[src/sv/pdq_pkg.sv]
// Shared types and codes for the process record deque.
// No dependencies; imported by the core and its checker.
package pdq_pkg;

    localparam int QUEUE_DEPTH_DEF = 16;

    localparam int KIND_W   = 3;
    localparam int PID_W    = 16;
    localparam int TIME_W   = 24;
    localparam int REC_W    = PID_W + 2 * TIME_W;
    localparam int STATUS_W = 2;
    localparam int M_USER_W = 1 + STATUS_W;

    localparam logic [KIND_W-1:0] KIND_PUSH_FRONT = 3'd0;
    localparam logic [KIND_W-1:0] KIND_PUSH_BACK  = 3'd1;
    localparam logic [KIND_W-1:0] KIND_POP_FRONT  = 3'd2;
    localparam logic [KIND_W-1:0] KIND_POP_BACK   = 3'd3;
    localparam logic [KIND_W-1:0] KIND_SORT_JOB   = 3'd4;
    localparam logic [KIND_W-1:0] KIND_ORDER_PID  = 3'd5;

    localparam logic [STATUS_W-1:0] ST_OK    = 2'd0;
    localparam logic [STATUS_W-1:0] ST_EMPTY = 2'd1;
    localparam logic [STATUS_W-1:0] ST_FULL  = 2'd2;

    typedef struct packed {
        logic [PID_W-1:0]  pid;
        logic [TIME_W-1:0] arrival;
        logic [TIME_W-1:0] job;
    } rec_t;

endpackage

[src/sv/process_deque_with_sort_core.sv]
// Bounded deque of process records in a ring RAM, with in-place insertion sorts.
// Depends on pdq_pkg and pdq_ram.
// A sort inserts each entry after the front into place using one RAM read port and one
// shared compare. One request at a time.
// Reset (aresetn low, synchronous) empties the queue; RAM contents are not cleared.
module process_deque_with_sort_core #(
    parameter  int QUEUE_DEPTH = pdq_pkg::QUEUE_DEPTH_DEF,
    localparam int PTR_W    = $clog2(QUEUE_DEPTH),
    localparam int CNT_W    = $clog2(QUEUE_DEPTH + 1),
    localparam int M_DATA_W = ((pdq_pkg::REC_W + CNT_W + 7) / 8) * 8
) (
    input  logic                          aclk,
    input  logic                          aresetn,
    input  logic                          s_tvalid,
    output logic                          s_tready,
    input  logic [pdq_pkg::KIND_W-1:0]    s_tuser,  // kind
    input  logic [pdq_pkg::REC_W-1:0]     s_tdata,  // entry_pid, entry_arrival, entry_job_time
    output logic                          m_tvalid,
    input  logic                          m_tready,
    output logic [pdq_pkg::M_USER_W-1:0]  m_tuser,  // out_valid, status
    output logic [M_DATA_W-1:0]           m_tdata   // out_pid, out_arrival, out_job_time,
                                                    // occupancy, zero pad
);
    import pdq_pkg::*;

    localparam logic [3:0] S_IDLE   = 4'd0;
    localparam logic [3:0] S_EXEC   = 4'd1;
    localparam logic [3:0] S_RDWAIT = 4'd2;
    localparam logic [3:0] S_NEXT   = 4'd3;
    localparam logic [3:0] S_LDCUR  = 4'd4;
    localparam logic [3:0] S_CMP    = 4'd5;
    localparam logic [3:0] S_RD     = 4'd6;
    localparam logic [3:0] S_PUT    = 4'd7;
    localparam logic [3:0] S_FIN    = 4'd8;

    function automatic logic [PTR_W-1:0] ring_next(input logic [PTR_W-1:0] p);
        return (p == PTR_W'(QUEUE_DEPTH - 1)) ? '0 : p + PTR_W'(1);
    endfunction

    function automatic logic [PTR_W-1:0] ring_prev(input logic [PTR_W-1:0] p);
        return (p == '0) ? PTR_W'(QUEUE_DEPTH - 1) : p - PTR_W'(1);
    endfunction

    logic [3:0]          state_reg, state_next;
    logic [KIND_W-1:0]   kind_reg;
    rec_t                rec_in_reg;
    logic [PTR_W-1:0]    front_reg, back_reg;
    logic [CNT_W-1:0]    count_reg;
    logic [PTR_W-1:0]    i_reg, k_reg, addr_i_reg, addr_k_reg;
    rec_t                cur_reg;
    logic                res_valid_reg;
    logic [STATUS_W-1:0] res_status_reg;
    rec_t                res_rec_reg;
    logic                m_tvalid_reg;
    logic [M_USER_W-1:0] m_tuser_reg;
    logic [M_DATA_W-1:0] m_tdata_reg;

    logic                ram_we, ram_re;
    logic [PTR_W-1:0]    ram_waddr, ram_raddr;
    rec_t                ram_wdata, ram_rdata;

    logic full, empty, move, out_free, last_i, is_sort, is_push, is_pop;

    assign full     = (count_reg == CNT_W'(QUEUE_DEPTH));
    assign empty    = (count_reg == '0);
    assign out_free = !m_tvalid_reg || m_tready;
    assign last_i   = (CNT_W'(i_reg) + CNT_W'(1)) == count_reg;
    assign is_push  = (kind_reg == KIND_PUSH_FRONT) || (kind_reg == KIND_PUSH_BACK);
    assign is_pop   = (kind_reg == KIND_POP_FRONT) || (kind_reg == KIND_POP_BACK);
    assign is_sort  = (kind_reg == KIND_SORT_JOB) || (kind_reg == KIND_ORDER_PID);

    // shared compare: ram_rdata holds the entry before slot k
    always_comb begin
        if (kind_reg == KIND_ORDER_PID) begin
            move = (ram_rdata.arrival == cur_reg.arrival) && (ram_rdata.pid > cur_reg.pid);
        end else begin
            move = cur_reg.job < ram_rdata.job;
        end
    end

    always_comb begin
        state_next = state_reg;
        ram_we     = 1'b0;
        ram_waddr  = addr_k_reg;
        ram_wdata  = cur_reg;
        ram_re     = 1'b0;
        ram_raddr  = addr_i_reg;
        unique case (state_reg)
            S_IDLE: begin
                if (s_tvalid) begin
                    state_next = S_EXEC;
                end
            end
            S_EXEC: begin
                state_next = S_FIN;
                unique case (kind_reg) inside
                    KIND_PUSH_FRONT, KIND_PUSH_BACK: begin
                        if (!full) begin
                            ram_we    = 1'b1;
                            ram_waddr = (kind_reg == KIND_PUSH_FRONT) ? ring_prev(front_reg)
                                                                      : back_reg;
                            ram_wdata = rec_in_reg;
                        end
                    end
                    KIND_POP_FRONT, KIND_POP_BACK: begin
                        if (!empty) begin
                            ram_re     = 1'b1;
                            ram_raddr  = (kind_reg == KIND_POP_FRONT) ? front_reg
                                                                      : ring_prev(back_reg);
                            state_next = S_RDWAIT;
                        end
                    end
                    KIND_SORT_JOB, KIND_ORDER_PID: begin
                        if (count_reg >= CNT_W'(2)) begin
                            state_next = S_NEXT;
                        end
                    end
                    default: begin
                        state_next = S_FIN;
                    end
                endcase
            end
            S_RDWAIT: begin
                state_next = S_FIN;
            end
            S_NEXT: begin
                ram_re     = 1'b1;
                ram_raddr  = addr_i_reg;
                state_next = S_LDCUR;
            end
            S_LDCUR: begin
                ram_re     = 1'b1;
                ram_raddr  = ring_prev(addr_i_reg);
                state_next = S_CMP;
            end
            S_CMP: begin
                if (move) begin
                    ram_we     = 1'b1;
                    ram_waddr  = addr_k_reg;
                    ram_wdata  = ram_rdata;
                    state_next = (k_reg == PTR_W'(1)) ? S_PUT : S_RD;
                end else begin
                    state_next = S_PUT;
                end
            end
            S_RD: begin
                ram_re     = 1'b1;
                ram_raddr  = ring_prev(addr_k_reg);
                state_next = S_CMP;
            end
            S_PUT: begin
                ram_we     = 1'b1;
                ram_waddr  = addr_k_reg;
                ram_wdata  = cur_reg;
                state_next = last_i ? S_FIN : S_NEXT;
            end
            S_FIN: begin
                if (out_free) begin
                    state_next = S_IDLE;
                end
            end
            default: begin
                state_next = S_IDLE;
            end
        endcase
    end

    // control state
    always_ff @(posedge aclk) begin
        if (!aresetn) begin
            state_reg    <= S_IDLE;
            front_reg    <= '0;
            back_reg     <= '0;
            count_reg    <= '0;
            m_tvalid_reg <= 1'b0;
        end else begin
            state_reg <= state_next;
            if (state_reg == S_EXEC) begin
                if (is_push && !full) begin
                    count_reg <= count_reg + CNT_W'(1);
                    if (kind_reg == KIND_PUSH_FRONT) begin
                        front_reg <= ring_prev(front_reg);
                    end else begin
                        back_reg <= ring_next(back_reg);
                    end
                end
                if (is_pop && !empty) begin
                    count_reg <= count_reg - CNT_W'(1);
                    if (kind_reg == KIND_POP_FRONT) begin
                        front_reg <= ring_next(front_reg);
                    end else begin
                        back_reg <= ring_prev(back_reg);
                    end
                end
            end
            if (state_reg == S_FIN && out_free) begin
                m_tvalid_reg <= 1'b1;
            end else if (m_tready) begin
                m_tvalid_reg <= 1'b0;
            end
        end
    end

    // payload and sort walk
    always_ff @(posedge aclk) begin
        unique case (state_reg)
            S_IDLE: begin
                if (s_tvalid) begin
                    kind_reg           <= s_tuser;
                    rec_in_reg.pid     <= s_tdata[PID_W-1:0];
                    rec_in_reg.arrival <= s_tdata[PID_W +: TIME_W];
                    rec_in_reg.job     <= s_tdata[PID_W+TIME_W +: TIME_W];
                    res_valid_reg      <= 1'b0;
                    res_status_reg     <= ST_OK;
                    res_rec_reg        <= '0;
                end
            end
            S_EXEC: begin
                if (is_push && full) begin
                    res_status_reg <= ST_FULL;
                end
                if (is_pop) begin
                    if (empty) begin
                        res_status_reg <= ST_EMPTY;
                    end else begin
                        res_valid_reg <= 1'b1;
                    end
                end
                if (is_sort) begin
                    i_reg      <= PTR_W'(1);
                    addr_i_reg <= ring_next(front_reg);
                end
            end
            S_RDWAIT: begin
                res_rec_reg <= ram_rdata;
            end
            S_LDCUR: begin
                cur_reg    <= ram_rdata;
                k_reg      <= i_reg;
                addr_k_reg <= addr_i_reg;
            end
            S_CMP: begin
                if (move) begin
                    k_reg      <= k_reg - PTR_W'(1);
                    addr_k_reg <= ring_prev(addr_k_reg);
                end
            end
            S_PUT: begin
                i_reg      <= i_reg + PTR_W'(1);
                addr_i_reg <= ring_next(addr_i_reg);
            end
            S_FIN: begin
                if (out_free) begin
                    m_tuser_reg <= {res_status_reg, res_valid_reg};
                    m_tdata_reg <= M_DATA_W'({count_reg, res_rec_reg.job,
                                              res_rec_reg.arrival, res_rec_reg.pid});
                end
            end
            default: begin
            end
        endcase
    end

    pdq_ram #(
        .WIDTH (REC_W),
        .DEPTH (QUEUE_DEPTH)
    ) u_store (
        .clk   (aclk),
        .we    (ram_we),
        .waddr (ram_waddr),
        .wdata (ram_wdata),
        .re    (ram_re),
        .raddr (ram_raddr),
        .rdata (ram_rdata)
    );

    assign s_tready = (state_reg == S_IDLE);
    assign m_tvalid = m_tvalid_reg;
    assign m_tuser  = m_tuser_reg;
    assign m_tdata  = m_tdata_reg;

endmodule

[src/sv/pdq_ram.sv]
// Generic single-port-write, single-port-read RAM with registered read data.
// No dependencies.
module pdq_ram #(
    parameter  int WIDTH = 64,
    parameter  int DEPTH = 16,
    localparam int AW    = (DEPTH > 1) ? $clog2(DEPTH) : 1
) (
    input  logic             clk,
    input  logic             we,
    input  logic [AW-1:0]    waddr,
    input  logic [WIDTH-1:0] wdata,
    input  logic             re,
    input  logic [AW-1:0]    raddr,
    output logic [WIDTH-1:0] rdata
);

    logic [WIDTH-1:0] mem [DEPTH];

    always_ff @(posedge clk) begin
        if (we) begin
            mem[waddr] <= wdata;
        end
        if (re) begin
            rdata <= mem[raddr];
        end
    end

endmodule

[config.mk]
export PLATFORM = sky130hd
export DESIGN_NAME = process_deque_with_sort_core
export DESIGN_NICKNAME = d
export VERILOG_FILES = /design/src/sv/pdq_pkg.sv /design/src/sv/process_deque_with_sort_core.sv /design/src/sv/pdq_ram.sv
export SDC_FILE = /design/constraint.sdc
export NUM_CORES = 2
export LEC_CHECK = 0
export ABC_CLOCK_PERIOD_IN_PS = 14080
export BUFFER_PORTS_ARGS = -buffer_cell sky130_fd_sc_hd__buf_2
export CAP_MARGIN = 20
export CORE_MARGIN = 3
export CORE_UTILIZATION = 56
export CTS_BUF_LIST = sky130_fd_sc_hd__clkbuf_16
export DETAILED_ROUTE_END_ITERATION = 7
export PLACE_DENSITY = 0.75
export SYNTH_ARGS = -nofsm -noshare
export SYNTH_HDL_FRONTEND = slang
export SYNTH_SLANG_ARGS = --single-unit
export TNS_END_PERCENT = 20
[constraint.sdc]
create_clock -name aclk -period 14.08 [get_ports aclk]
set_clock_uncertainty 0.1 [all_clocks]
set_input_delay 3.52 -clock aclk [delete_from_list [all_inputs] [get_ports aclk]]
set_output_delay 3.52 -clock aclk [all_outputs]
set_load 0.1 [all_outputs]
==> impl_metrics.yaml <==
outcome:
  status: "completed"
pwr:
  p_sw_share_pct: 22.77
  power_density_mw_per_mm2: 146.6
  p_leak_nw: 21.48
  p_int_mw: 6.952
  power_frac_comb_pct: 7.8
  power.share.clock_pct: 40.4
  ir_worst_vdd_uv: 100.9
  pwr-share-seq_pct: 51.8
  switching_power_mw: 2.049
finish:
  final_common_cell: "edfxtp_1"
  stdcell_count: 4676
  area_growth_pct: 12.72
  n_antenna_cell: 0
  largest_reg_flops: 1024
  fin_nets: 3428
  fin_util_pct: 64.16
  layout_common_cells: "1374 x edfxtp_1, 518 x mux2i_1, 256 x o22ai_1"
  drive_above_1_share_pct: 13.54
  fill_cells: 6342
synth:
  synth_area_leader_cell: "edfxtp_1"
  yosys.area_share.simple_pct: 4.127
  synth_cells: 3113
  synth_xor_area_share_pct: 0.6269
  ys_seq_elements: 1392
  ys.flop_type: "edfxtp_1"
  synth_mux_area_share_pct: 9.516
  synth_area_leaders: "edfxtp_1 76%, mux2i_1 9.5%, o22ai_1 2.9%, ha_1 1.2%, a221o_1 1.2%"
  synth_edf_count: 1374
  synth_compound_area_share_pct: 6.177
  ys_types: 71
  syn-mean-instance-area_um2: 17.50
  netlist.area_leader.share_pct: 75.73
  ys_seq_area_share_pct: 76.39
  synth_top_family_by_area: "multiplexers"
  ys_async_sr_fraction_pct: 0
  synth_fa_ha_area_share_pct: 1.277
  yosys_warnings: 0
  synthesis.area_mm2: 0.05449
setup_path:
  r2r_cells: 10
  worstPathRequired_ns: 14.34
  critPathCaptureType: "register"
  cp-startpoint: "state_reg[1]$_SDFFE_PN0P_"
  ff2ff_setup_slack_ns: 7.94
  slowest_stage: "buf_4"
  path_buf_inv: 4
  path_class: "reg2reg"
  worst_path_most_repeated_cell: "buf_4"
  cp.arrival_ns: 6.40
  cp.depth: 10
  crit_fanout: 74
  cp_slowest_stage_delay_ns: 0.92
  cp_top_family: "buffers and inverters"
  reg2reg_from: "state_reg[1]$_SDFFE_PN0P_"
  r2r-end: "u_store.mem[13][56]$_DFFE_PP_"
  crit_path_cell_trace: "nor2_1 -> nand2_1 -> inv_2 -> buf_4 -> o211ai_1 -> o21ai_1 -> nand2_1 -> a211oi_4 -> buf_4 -> buf_4"
  startpoint_type: "register"
  cp-endpoint: "u_store.mem[13][56]$_DFFE_PP_"
place:
  place.detailed.hpwl_mm: 71.28
  gp_congestion: 0.9159
  port_buffers: 144
  dp_cells: 4422
clock_network:
  htreeDepth: 4
  ctsResizeCount: 0
  postCtsHoldBufs: 0
  cts_buffers: 139
  clk_pin_slew_ns: 0.06
  cts_num_sinks: 1392
  insertion_delay_ns: 0.75
  cts_root_buffer: "clkbuf_16"
  cts_tree: "built"
  clockBufferDepth: 3
  cts_setup_buffers: 0
timing:
  slew_violations: 0
  rsz0062_at_grt: "no"
  final-hold-violation-count: 0
  setup_viol: 0
  fmax_mhz: 163.0
  setup-tns-final_ns: 0
  fin_crit_sh_pct: 43.58
  fin_crit_ns: 6.137
  max-slew-margin-rel_pct: 8.847
  tightest_slew_ns: 1.367
floorplan:
  io_pins: 148
  start_util_pct: 56.92
  num_rows: 113
  die_x_um: 317.9
  core_area_mm2: 0.09572
  die_h_um: 317.9
  die_area_mm2: 0.1011
global_route:
  grtUsageTotal_pct: 26.79
  grt_pass1_vias: 30650
  grt-ovfl-total: 0
  grt_max_degree: 151
  grt_pass1_wl_mm: 200.7
  antenna_found_initial: 0
min_path:
  hp-class: "reg2reg"
detailed_routing:
  vias: 30720
  dr.pass1.iters: 8
  route.detailed.drc: 0
  drt-total-wl_mm: 137.2
  ant_nets: 0
  viasPerCell: 6.569
  drtIter0Drc: 4483
  wire_per_inst_um: 29.34
flow_run:
  drv_cap: 0
layout make-up:
class                           instances  area [um^2]  area share [%]
Clock inverter                        108        980.9           1.597
Multi-Input combinational cell       1493        12150           19.78
Inverter                               64        241.5          0.3932
Timing Repair Buffer                  212         1290           2.100
Tap cell                             1265         1583           2.577
Sequential cell                      1392        41620           67.77
Clock buffer                          142         3553           5.786
worst register-to-register path, stage by stage (launching register included):
cell and delay (ns):
dfxtp_1 0.51, nor2_1 0.34, nand2_1 0.36, inv_2 0.17, buf_4 0.92, o211ai_1 0.46
o21ai_1 0.80, nand2_1 0.34, a211oi_4 0.65, buf_4 0.46, buf_4 0.64
cells in the mapped netlist, drive strengths merged (2+ instances only):
cell type / n
o21ba: 2
a211oi: 10
nand3: 12
a21oi: 55
o21ai: 32
nor2: 68
or2: 4
a221o: 64
nor3: 12
xnor2: 31
nor3b: 4
inv: 64
clkbuf: 80
and4: 2
o311a: 2
o21a: 6
o211a: 2
o21bai: 3
nand4: 17
a2111oi: 4
or4: 68
and2: 46
o31ai: 6
a311oi: 3
and3: 69
o22ai: 256
nand2: 55
a31oi: 6
nand2b: 9
dfxtp: 18
nor4b: 2
o211ai: 12
nor4: 6
or3: 3
ha: 54
a32oi: 3
xor2: 8
a21o: 10
nand3b: 4
buf: 86
edfxtp: 1374
nor2b: 9
a221oi: 2
mux2i: 518
power groups by stage:
stage | logic [mW] | registers, mW | clock network (mW)
3_5_place_dp | 0.690 | 4.75 | 0
2_1_floorplan | 0.443 | 4.81 | 0
5_1_grt | 0.740 | 4.66 | 3.86
6_report | 0.705 | 4.66 | 3.64
3_3_place_gp | 0.671 | 4.75 | 0
4_1_cts | 0.693 | 4.66 | 3.67
cell families (layout without fill, tap and decap cells):
| family | count (synthesis) | after routing |
|---|---|---|
| XOR/XNOR | 39 | 39 |
| AND/OR/NAND/NOR | 391 | 391 |
| flip-flops | 1392 | 1392 |
| buffers and inverters | 230 | 526 |
| multiplexers | 518 | 518 |
| adder cells (fa/ha/maj) | 55 | 55 |
| other | 1 | 3 |
| AO/OA/AOI/OAI | 487 | 487 |
worst min path at each step:
stage	startpoint	end	slack, ns	depth (start not counted)
floorplan	res_rec_reg[48]$_SDFFCE_PN0P_	m_tdata[0]$_DFFE_PP_	0.30	0
global placement	res_rec_reg[56]$_SDFFCE_PN0P_	m_tdata[8]$_DFFE_PP_	0.30	0
detailed placement	res_rec_reg[0]$_SDFFCE_PN0P_	m_tdata[40]$_DFFE_PP_	0.30	0
CTS	res_rec_reg[41]$_SDFFCE_PN0P_	m_tdata[33]$_DFFE_PP_	0.32	0
global route	res_rec_reg[41]$_SDFFCE_PN0P_	m_tdata[33]$_DFFE_PP_	0.32	0
finish	res_rec_reg[41]$_SDFFCE_PN0P_	m_tdata[33]$_DFFE_PP_	0.31	0
through the flow:
| stage | hold WS (ns) | setup WS, ns | total power [mW] | cell area, um^2 |
|---|---|---|---|---|
| final | 0.3120 | 7.943 | 9.001 | 61420 |
| after global routing | 0.3220 | 7.646 | 9.258 | 61420 |
| after CTS | 0.3165 | 7.949 | 9.030 | 61350 |
| after detailed placement | 0.3045 | 7.951 | 5.438 | 56820 |
| after global placement | 0.3031 | 8.042 | 5.418 | 56820 |
| after floorplan | 0.3003 | 0.9740 | 5.258 | 54490 |
metal layers:
| layer | track usage (%) | up-vias | part of all wire [%] |
|---|---|---|---|
| li1 | - | 12890 | - |
| met1 | 37.48 | 15410 | 38 |
| met2 | 42.32 | 2074 | 47 |
| met3 | 5.202 | 335 | 11 |
| met4 | 9.940 | 0 | 3.4 |
| met5 | 0 | - | 0 |
Note: power is estimated with default switching activity, not from simulation.
